**config.mk**
```make
export PLATFORM = sky130hd
export DESIGN_NAME = pull_string_stroke_smoother_top
export DESIGN_NICKNAME = d
export VERILOG_FILES = /design/src/sv/pss_pkg.sv /design/src/sv/pull_string_stroke_smoother_top.sv /design/src/sv/pss_iter_unit.sv
export SDC_FILE = /design/constraint.sdc
export NUM_CORES = 2
export LEC_CHECK = 0
export BUFFER_PORTS_ARGS = -buffer_cell sky130_fd_sc_hd__buf_4
export CAP_MARGIN = 15
export CORE_MARGIN = 5
export CORE_UTILIZATION = 49
export DETAILED_ROUTE_END_ITERATION = 12
export PLACE_DENSITY = 0.71
export SLEW_MARGIN = 20
export SYNTH_ARGS = -nofsm -noshare
export SYNTH_HDL_FRONTEND = slang
export SYNTH_SLANG_ARGS = --single-unit
```
**constraint.sdc**
```tcl
create_clock -name clock -period 12 [get_ports clock]
set_input_delay 1.8 -clock clock [delete_from_list [all_inputs] [get_ports clock]]
set_output_delay 1.8 -clock clock [all_outputs]
set_load 0.01 [all_outputs]
```
**src/sv/pss_pkg.sv**
```systemverilog
package pss_pkg;

   localparam int COORD_W    = 24;               // Q16.8 coordinate
   localparam int STR_W      = 16;               // Q8.8 string length
   localparam int DIFF_W     = COORD_W + 1;      // anchor to point difference
   localparam int PROD_W     = 2 * COORD_W;      // shared multiplier product
   localparam int D2_W       = PROD_W + 1;       // dx^2 + dy^2
   localparam int RAD_W      = 64;               // radicand d2 << 14
   localparam int ROOT_W     = RAD_W / 2;        // r
   localparam int REM_W      = ROOT_W + 4;       // partial remainder
   localparam int SQRT_SHIFT = 14;
   localparam int NUM_SHIFT  = 7;                // a*s*128
   localparam int NUM_W      = 48;               // a*s*128 + r/2
   localparam int QUO_W      = 25;               // quotient bits (q <= |d| < 2^24)
   localparam int SQRT_STEPS = ROOT_W;
   localparam int DIV_STEPS  = QUO_W;
   localparam int CNT_W      = 5;

   typedef enum logic [4:0] {
      ST_IDLE,
      ST_DIFF,
      ST_MUL_X,
      ST_MUL_Y,
      ST_MUL_S,
      ST_CHECK,
      ST_SQRT_LD,
      ST_SQRT_RUN,
      ST_MUL_AX,
      ST_DIV_LD_X,
      ST_DIV_RUN_X,
      ST_UPD_X,
      ST_MUL_AY,
      ST_DIV_LD_Y,
      ST_DIV_RUN_Y,
      ST_UPD_Y,
      ST_DONE
   } pss_state_type;

   typedef enum logic [2:0] {
      IU_HOLD,
      IU_LOAD,
      IU_STEP_SQRT,
      IU_STEP_DIV
   } pss_iu_op_type;

   typedef struct packed {
      pss_iu_op_type     op;
      logic [REM_W-1:0]  load_rem;
      logic [RAD_W-1:0]  load_src;
      logic [ROOT_W-1:0] divisor;
   } pss_iu_ctrl_type;

endpackage

```
**src/sv/pull_string_stroke_smoother_top.sv**
```systemverilog
// Channel  | Ports                                               | Direction
// ---------+-----------------------------------------------------+----------
// request  | req_valid/req_ready, req_new_x/y, req_stroke_start  | in
// response | rsp_valid/rsp_ready, rsp_out_x/y                    | out
// csr      | csr_wr_en, csr_wr_data (strength)                   | in
//
// After accept: a stroke-start (or first) point goes to finish; others pass difference,
//   squares and check; then absorbed, moved to the point (zero strength) or pulled.
// One request is in flight at a time; req_ready is high only when idle.
// Reset (synchronous) clears the anchor, strength and response valid.
// The response register holds a result until taken; a new request may be
//   accepted meanwhile, its result waits in the finish state if needed.
module pull_string_stroke_smoother_top (
   input  logic                clock,
   input  logic                reset,
   input  logic                req_valid,
   output logic                req_ready,
   input  logic signed [23:0]  req_new_x,
   input  logic signed [23:0]  req_new_y,
   input  logic                req_stroke_start,
   output logic                rsp_valid,
   input  logic                rsp_ready,
   output logic signed [23:0]  rsp_out_x,
   output logic signed [23:0]  rsp_out_y,
   input  logic                csr_wr_en,
   input  logic [15:0]         csr_wr_data
);
   import pss_pkg::*;

   pss_state_type state_ff, state_in;

   // control state
   logic                 anchor_valid_ff;
   logic                 rsp_valid_ff;
   logic [STR_W-1:0]     strength_ff;
   logic [CNT_W-1:0]     cnt_ff;

   // datapath
   logic [COORD_W-1:0]   px_ff, py_ff;
   logic [COORD_W-1:0]   ax_ff, ay_ff;
   logic [COORD_W-1:0]   adx_ff, ady_ff;   // |dx|, |dy|
   logic                 sx_ff, sy_ff;     // sign of dx, dy
   logic [PROD_W-1:0]    prod_ff;
   logic [D2_W-1:0]      d2_ff;
   logic [ROOT_W-1:0]    r_ff;
   logic signed [COORD_W-1:0] out_x_ff, out_y_ff;

   logic                 accept;
   logic                 new_stroke;
   logic                 absorbed;
   logic                 load_rsp;
   logic [COORD_W-1:0]   mul_a, mul_b;
   logic [PROD_W-1:0]    prod_in;
   logic [DIFF_W-1:0]    dx, dy;
   logic [NUM_W-1:0]     num;
   logic [COORD_W-1:0]   quo;
   pss_iu_ctrl_type      iu_ctrl;
   logic [ROOT_W-1:0]    iu_acc;

   pss_iter_unit u_iter (
      .clock (clock),
      .ctrl  (iu_ctrl),
      .acc   (iu_acc)
   );

   assign accept     = req_valid && req_ready;
   assign new_stroke = req_stroke_start || !anchor_valid_ff;
   assign absorbed   = (d2_ff < {1'b0, prod_ff});
   assign load_rsp   = (state_ff == ST_DONE) && (!rsp_valid_ff || rsp_ready);
   assign dx         = {px_ff[COORD_W-1], px_ff} - {ax_ff[COORD_W-1], ax_ff};
   assign dy         = {py_ff[COORD_W-1], py_ff} - {ay_ff[COORD_W-1], ay_ff};
   // a*s*128 + floor(r/2); a*s fits 40 bits
   assign num        = {1'b0, prod_ff[NUM_W-NUM_SHIFT-2:0], {NUM_SHIFT{1'b0}}}
                       + {{(NUM_W-ROOT_W+1){1'b0}}, r_ff[ROOT_W-1:1]};
   assign quo        = iu_acc[COORD_W-1:0];
   assign prod_in    = mul_a * mul_b;

   // next state
   always_comb begin
      state_in = state_ff;
      unique case (state_ff)
         ST_IDLE:      if (req_valid) state_in = new_stroke ? ST_DONE : ST_DIFF;
         ST_DIFF:      state_in = ST_MUL_X;
         ST_MUL_X:     state_in = ST_MUL_Y;
         ST_MUL_Y:     state_in = ST_MUL_S;
         ST_MUL_S:     state_in = ST_CHECK;
         ST_CHECK: begin
            if (absorbed)               state_in = ST_IDLE;
            else if (strength_ff == '0) state_in = ST_DONE;
            else                        state_in = ST_SQRT_LD;
         end
         ST_SQRT_LD:   state_in = ST_SQRT_RUN;
         ST_SQRT_RUN:  if (cnt_ff == CNT_W'(SQRT_STEPS - 1)) state_in = ST_MUL_AX;
         ST_MUL_AX:    state_in = ST_DIV_LD_X;
         ST_DIV_LD_X:  state_in = ST_DIV_RUN_X;
         ST_DIV_RUN_X: if (cnt_ff == CNT_W'(DIV_STEPS - 1)) state_in = ST_UPD_X;
         ST_UPD_X:     state_in = ST_MUL_AY;
         ST_MUL_AY:    state_in = ST_DIV_LD_Y;
         ST_DIV_LD_Y:  state_in = ST_DIV_RUN_Y;
         ST_DIV_RUN_Y: if (cnt_ff == CNT_W'(DIV_STEPS - 1)) state_in = ST_UPD_Y;
         ST_UPD_Y:     state_in = ST_DONE;
         ST_DONE:      if (load_rsp) state_in = ST_IDLE;
         default:      state_in = ST_IDLE;
      endcase
   end

   // outputs of the sequencer: handshake, multiplier operands, root/divide unit
   always_comb begin
      req_ready        = 1'b0;
      mul_a            = '0;
      mul_b            = '0;
      iu_ctrl.op       = IU_HOLD;
      iu_ctrl.load_rem = '0;
      iu_ctrl.load_src = '0;
      iu_ctrl.divisor  = r_ff;
      unique case (state_ff)
         ST_IDLE:  req_ready = 1'b1;
         ST_MUL_X: begin
            mul_a = adx_ff;
            mul_b = adx_ff;
         end
         ST_MUL_Y: begin
            mul_a = ady_ff;
            mul_b = ady_ff;
         end
         ST_MUL_S: begin
            mul_a = {{(COORD_W-STR_W){1'b0}}, strength_ff};
            mul_b = {{(COORD_W-STR_W){1'b0}}, strength_ff};
         end
         ST_SQRT_LD: begin
            iu_ctrl.op       = IU_LOAD;
            iu_ctrl.load_src = {{(RAD_W-D2_W-SQRT_SHIFT){1'b0}}, d2_ff,
                                {SQRT_SHIFT{1'b0}}};
         end
         ST_SQRT_RUN: iu_ctrl.op = IU_STEP_SQRT;
         ST_MUL_AX, ST_MUL_AY: begin
            mul_a = (state_ff == ST_MUL_AX) ? adx_ff : ady_ff;
            mul_b = {{(COORD_W-STR_W){1'b0}}, strength_ff};
         end
         ST_DIV_LD_X, ST_DIV_LD_Y: begin
            // quotient < 2^25, so the top dividend bits already sit below r
            iu_ctrl.op       = IU_LOAD;
            iu_ctrl.load_rem = {{(REM_W-NUM_W+QUO_W){1'b0}}, num[NUM_W-1:QUO_W]};
            iu_ctrl.load_src = {num[QUO_W-1:0], {(RAD_W-QUO_W){1'b0}}};
         end
         ST_DIV_RUN_X, ST_DIV_RUN_Y: iu_ctrl.op = IU_STEP_DIV;
         default: begin
         end
      endcase
   end

   // control registers
   always_ff @(posedge clock) begin
      if (reset) begin
         state_ff        <= ST_IDLE;
         anchor_valid_ff <= 1'b0;
         rsp_valid_ff    <= 1'b0;
         strength_ff     <= '0;
         cnt_ff          <= '0;
      end else begin
         state_ff <= state_in;
         if (csr_wr_en) strength_ff <= csr_wr_data;
         if (accept && new_stroke) anchor_valid_ff <= 1'b1;
         if (load_rsp)       rsp_valid_ff <= 1'b1;
         else if (rsp_ready) rsp_valid_ff <= 1'b0;
         if (state_ff == ST_SQRT_RUN || state_ff == ST_DIV_RUN_X ||
             state_ff == ST_DIV_RUN_Y) begin
            cnt_ff <= cnt_ff + 1'b1;
         end else begin
            cnt_ff <= '0;
         end
      end
   end

   // datapath registers
   always_ff @(posedge clock) begin
      if (reset) begin
         ax_ff <= '0;
         ay_ff <= '0;
      end else begin
         if (accept && new_stroke) begin
            ax_ff <= req_new_x;
            ay_ff <= req_new_y;
         end
         if (state_ff == ST_CHECK && !absorbed && strength_ff == '0) begin
            ax_ff <= px_ff;
            ay_ff <= py_ff;
         end
         // anchor = point -/+ q, lies between old anchor and point
         if (state_ff == ST_UPD_X) ax_ff <= sx_ff ? px_ff + quo : px_ff - quo;
         if (state_ff == ST_UPD_Y) ay_ff <= sy_ff ? py_ff + quo : py_ff - quo;
      end
   end

   always_ff @(posedge clock) begin
      prod_ff <= prod_in;
      if (accept) begin
         px_ff <= req_new_x;
         py_ff <= req_new_y;
      end
      if (state_ff == ST_DIFF) begin
         sx_ff  <= dx[DIFF_W-1];
         sy_ff  <= dy[DIFF_W-1];
         adx_ff <= dx[DIFF_W-1] ? COORD_W'(-dx) : dx[COORD_W-1:0];
         ady_ff <= dy[DIFF_W-1] ? COORD_W'(-dy) : dy[COORD_W-1:0];
      end
      if (state_ff == ST_MUL_Y) d2_ff <= {1'b0, prod_ff};
      if (state_ff == ST_MUL_S) d2_ff <= d2_ff + {1'b0, prod_ff};
      if (state_ff == ST_MUL_AX) r_ff <= iu_acc;
      if (load_rsp) begin
         out_x_ff <= ax_ff;
         out_y_ff <= ay_ff;
      end
   end

   assign rsp_valid = rsp_valid_ff;
   assign rsp_out_x = out_x_ff;
   assign rsp_out_y = out_y_ff;

   // one request at a time
   a_single_flight: assert property (@(posedge clock) disable iff (reset)
      accept |=> !req_ready)
      else $error("request accepted while busy");

   // a response only appears from the finish state
   a_rsp_from_done: assert property (@(posedge clock) disable iff (reset)
      $rose(rsp_valid_ff) |-> $past(state_ff == ST_DONE))
      else $error("response raised outside finish state");

   // divider never sees a zero root
   a_div_nonzero: assert property (@(posedge clock) disable iff (reset)
      (state_ff == ST_DIV_RUN_X || state_ff == ST_DIV_RUN_Y) |-> r_ff != '0)
      else $error("zero divisor");

   // pull never overshoots the old anchor
   a_quo_bound_x: assert property (@(posedge clock) disable iff (reset)
      (state_ff == ST_UPD_X) |-> iu_acc[QUO_W-1:0] <= {1'b0, adx_ff})
      else $error("x pull overshoot");

   a_quo_bound_y: assert property (@(posedge clock) disable iff (reset)
      (state_ff == ST_UPD_Y) |-> iu_acc[QUO_W-1:0] <= {1'b0, ady_ff})
      else $error("y pull overshoot");

endmodule

```
**src/sv/pss_iter_unit.sv**
```systemverilog
// Shared shift/compare/subtract unit: one root bit or one quotient bit per step.
module pss_iter_unit (
   input  logic                          clock,
   input  pss_pkg::pss_iu_ctrl_type      ctrl,
   output logic [pss_pkg::ROOT_W-1:0]    acc
);
   import pss_pkg::*;

   logic [REM_W-1:0]  rem_ff,  rem_in;
   logic [ROOT_W-1:0] acc_ff,  acc_in;
   logic [RAD_W-1:0]  src_ff,  src_in;
   logic [REM_W-1:0]  rem_sh;
   logic [REM_W-1:0]  opnd;
   logic [REM_W-1:0]  diff;
   logic              ge;
   logic              is_sqrt;

   always_comb begin
      is_sqrt = (ctrl.op == IU_STEP_SQRT);
      if (is_sqrt) begin
         rem_sh = {rem_ff[REM_W-3:0], src_ff[RAD_W-1 -: 2]};
         opnd   = {2'b00, acc_ff, 2'b01};
      end else begin
         rem_sh = {rem_ff[REM_W-2:0], src_ff[RAD_W-1]};
         opnd   = {{(REM_W-ROOT_W){1'b0}}, ctrl.divisor};
      end
      ge   = (rem_sh >= opnd);
      diff = rem_sh - opnd;
   end

   always_comb begin
      rem_in = rem_ff;
      acc_in = acc_ff;
      src_in = src_ff;
      unique case (ctrl.op)
         IU_HOLD: begin
         end
         IU_LOAD: begin
            rem_in = ctrl.load_rem;
            acc_in = '0;
            src_in = ctrl.load_src;
         end
         IU_STEP_SQRT: begin
            rem_in = ge ? diff : rem_sh;
            acc_in = {acc_ff[ROOT_W-2:0], ge};
            src_in = {src_ff[RAD_W-3:0], 2'b00};
         end
         IU_STEP_DIV: begin
            rem_in = ge ? diff : rem_sh;
            acc_in = {acc_ff[ROOT_W-2:0], ge};
            src_in = {src_ff[RAD_W-2:0], 1'b0};
         end
         default: begin
         end
      endcase
   end

   always_ff @(posedge clock) begin
      rem_ff <= rem_in;
      acc_ff <= acc_in;
      src_ff <= src_in;
   end

   assign acc = acc_ff;

endmodule
```
==> impl_results.md <==
- Die height: ~330 um
- Worst slew pin tran: 1163 ps
- GRT met3 Usage: 0.04761
- Clk_lat worst skew: about 640 ps
- Count of pins over their slew limit: 0
- Psw: 1207 uW
- Vias in the first global route: 41800
- Layout area overhead: 8.551%
- Top cell type by total area after synthesis: edfxtp_1
- Core Footprint: 0.1032 mm2
- Layout cells sized above 1: 0.06788
- DP HPWL: ~130000 um
- Hold path cells: 0
- Routing usage on met2: 0.4559
- Worst EP required: 12560 ps
- Final TNS setup: 0 ps
- CTS tree: yes
- Crit path top cell by count: fa_1
- Grt peak-use layer: met2
- Setup violations, final: 0
- Largest net degree at the start of global routing: 91
- Site row count: 118
- R2R cell count: 32
- Synth Area per Inst: between 8 and 9 um2
- Initial drt markers: 4492
- ANT cells: 0
- Final worst path period share: 0.8651
- Clock sinks: about 470
- Most used DFF post-synth: edfxtp_1
- Post-CTS Setup Bufs: 0
- Boundary pin count: 120
- Post-Syn Nets: ~6700
- #FFs+latches synth: roughly 470
- Gr usage total: 0.2873
- GRT overflow: 0
- Min Clock Period, post-route: between 10000 and 15000 ps
- Outcome: complete, no violations
- DRC: 0
- Mapped Area: 0.05073 mm2
- Synth top area share: 0.2036
- DRT Wirelength: about 160000 um
- Clock share of power: 0.403
- Internal: 3072 uW
- Final ANT Viol Nets: 0
- Max stage delay on crit path: ~620 ps
- Logic pwr share: 0.163
- VDD IR max: 0.0001241 V
- Cell Pwr Density: 77.71 mW/mm2
- Slowest-stage cell, CP: a2111oi_1
- RSZ-0062 raised after global routing: false
- Starting density of the core: 0.4916
- Vias: 42310
- Clock root buffer: clkbuf_16
- Max_cap viols: 0
- Die width: 331.8 um
- Synth cell count leaders: inv_1 (804), nand2_1 (642), nor2_1 (588), fa_1 (489), ha_1 (428)
- H-tree levels: 2
- Clock skew: roughly 30 ps
- Filler cells: 9377
- Switching share of power: 0.2821
- DR WL/cell: 22.85 um
- Fmax achieved: 0.09633 GHz
- Gp weighted congestion: 1.002
- Leakage power: 0.02378 uW
- Seq/Total Area, Yosys: 0.2526
- DR vias/cell: 5.950
- Layout Utilization: 0.5336
- Most area-consuming cells after synthesis: edfxtp_1 (20%), fa_1 (19%), ha_1 (11%)
- Port Buffers: around 120
- First-pass GRT wire length: 248100 um
- Critical Path End Type: flop
- CP max FO: 35
- CTS max path bufs: 3
- Post-CTS sizing: 0
- CTS Buf Count: 52
- Library cells used by synthesis: between 80 and 90
- Sequential power share: 0.433
- Initial antenna violation count: 4
- Hold buffers post-CTS: 0
- Asr flop ratio synth: 0
- Max-slew headroom: 0.2221
- Layout Nets: 6676
- Critical Path Source Type: flop
- DR pass1 iterations: 6
- Worst setup path class: flop to flop
- Reg area: 0.01281 mm2
- Yosys warning total: 0
- Area of the multi-input gates: 0.03413 mm2
- Cell count after synthesis: 5668
- Top-count cell post-synth: inv_1
- Hold WC Path Type: flop to flop
- M1 GR Usage: 0.3748
- Post-synth EDFFs: roughly 340
- Worst Path Arrival: 10940 ps
- Final Hold Fails: 0
- Clock Pin Slew Worst Setup and Hold Paths: roughly 60 ps
- Die ar.: 0.1101 mm2
[path summary, 6_finish.rpt]
check	start	endpoint	slack (ps)
setup / recovery	state_ff[2]	prod_ff[44]	1620
hold reg to reg	ax_ff[15]	rsp_out_x[15]	450
setup reg to reg	state_ff[2]	prod_ff[44]	1620
hold / removal	ax_ff[15]	rsp_out_x[15]	450
[placed cells by master (no fill, tap or decap), types with 27 or more instances in the layout]
cell type / Yosys / routed
and2_1: 49 / 48
mux2i_1: 84 / 83
nor2_1: 588 / 581
nand4_1: 35 / 35
inv_1: 804 / 804
ha_1: 428 / 428
xor2_1: 113 / 113
o21ai_0: 213 / 211
nand3_1: 64 / 63
nor2b_1: 40 / 40
clkbuf_16: 0 / 54
nor3_1: 68 / 61
o22ai_1: 29 / 29
mux2_2: 27 / 27
a21o_1: 104 / 104
xnor2_1: 186 / 186
fa_1: 489 / 489
a222oi_1: 46 / 46
and3_1: 31 / 31
buf_4: 2 / 203
a211oi_1: 45 / 45
o21a_1: 32 / 32
o31ai_1: 29 / 29
dfxtp_1: 124 / 124
a31oi_1: 41 / 41
or3_1: 30 / 29
a21oi_1: 304 / 302
o211ai_1: 44 / 44
nand2_1: 642 / 641
nand2b_1: 36 / 36
edfxtp_1: 344 / 344
o21bai_1: 31 / 31
nor4_1: 32 / 32
[state kept, by name, summed over array words and instances (netlist names), 32 cells and up]
register / flops
d2_ff: 49
prod_ff: 48
r_ff: 32
u_iter.acc: 32
u_iter.rem_ff: 35
u_iter.src_ff: 50
[cell families after synthesis]
kind of cell,share of synthesized area
AOI/OAI and AO/OA,0.1508
xor gates and xnor gates,0.05162
adders and majority gates,0.2987
buffers and inverters,0.07779
DFF,0.2526
muxes,0.02257
and+or+nand+nor,0.1460
[worst max-delay path, delay by kind of cell (launching register included)]
family                   cells  cell delay (ps)
AO/OA/AOI/OAI               10             3370
XOR/XNOR                     1              140
flip-flops                   1              310
AND/OR/NAND/NOR              4              930
adder cells (fa/ha/maj)      8             3960
buffers and inverters        9             1600
[power by group through the flow]
stage | Sequential (uW) | Clock [uW] | Combinational, uW
global route | 1860 | 1810 | 762
detailed placement | 1880 | 0 | 688
CTS | 1850 | 1750 | 692
global placement | 1890 | 0 | 681
finish | 1850 | 1730 | 699
floorplan | 1860 | 0 | 479
[per-layer routing]
layer  vias to the layer above  part of all wire
met4                         4             0.072
met5                         -           0.00013
met1                     20540              0.39
met3                       453             0.089
met2                      2080              0.45
li1                      19240                 -
[per-stage QoR]
step	hold slack (ps)	area [um2]	setup WS (ps)	total power [uW]	std cells
after floorplan	408.2	50730	3291	2342	5668
after global placement	428.4	53200	1887	2567	7013
after detailed placement	422.0	53210	1853	2573	7013
after CTS	452.3	55020	1832	4294	7109
after global routing	458.7	55070	1262	4433	7111
final	448.3	55070	1619	4280	7111
[area by class of cell]
type                            instances  share of cell area
Inverter                              808             0.05507
Sequential cell                       468              0.2327
Multi-Input combinational cell       4154              0.6197
Clock buffer                           65             0.02601
Clock inverter                         31            0.006907
Timing Repair Buffer                  205             0.02831
Tap cell                             1380             0.03135
Power figures use the tool's default switching activity.
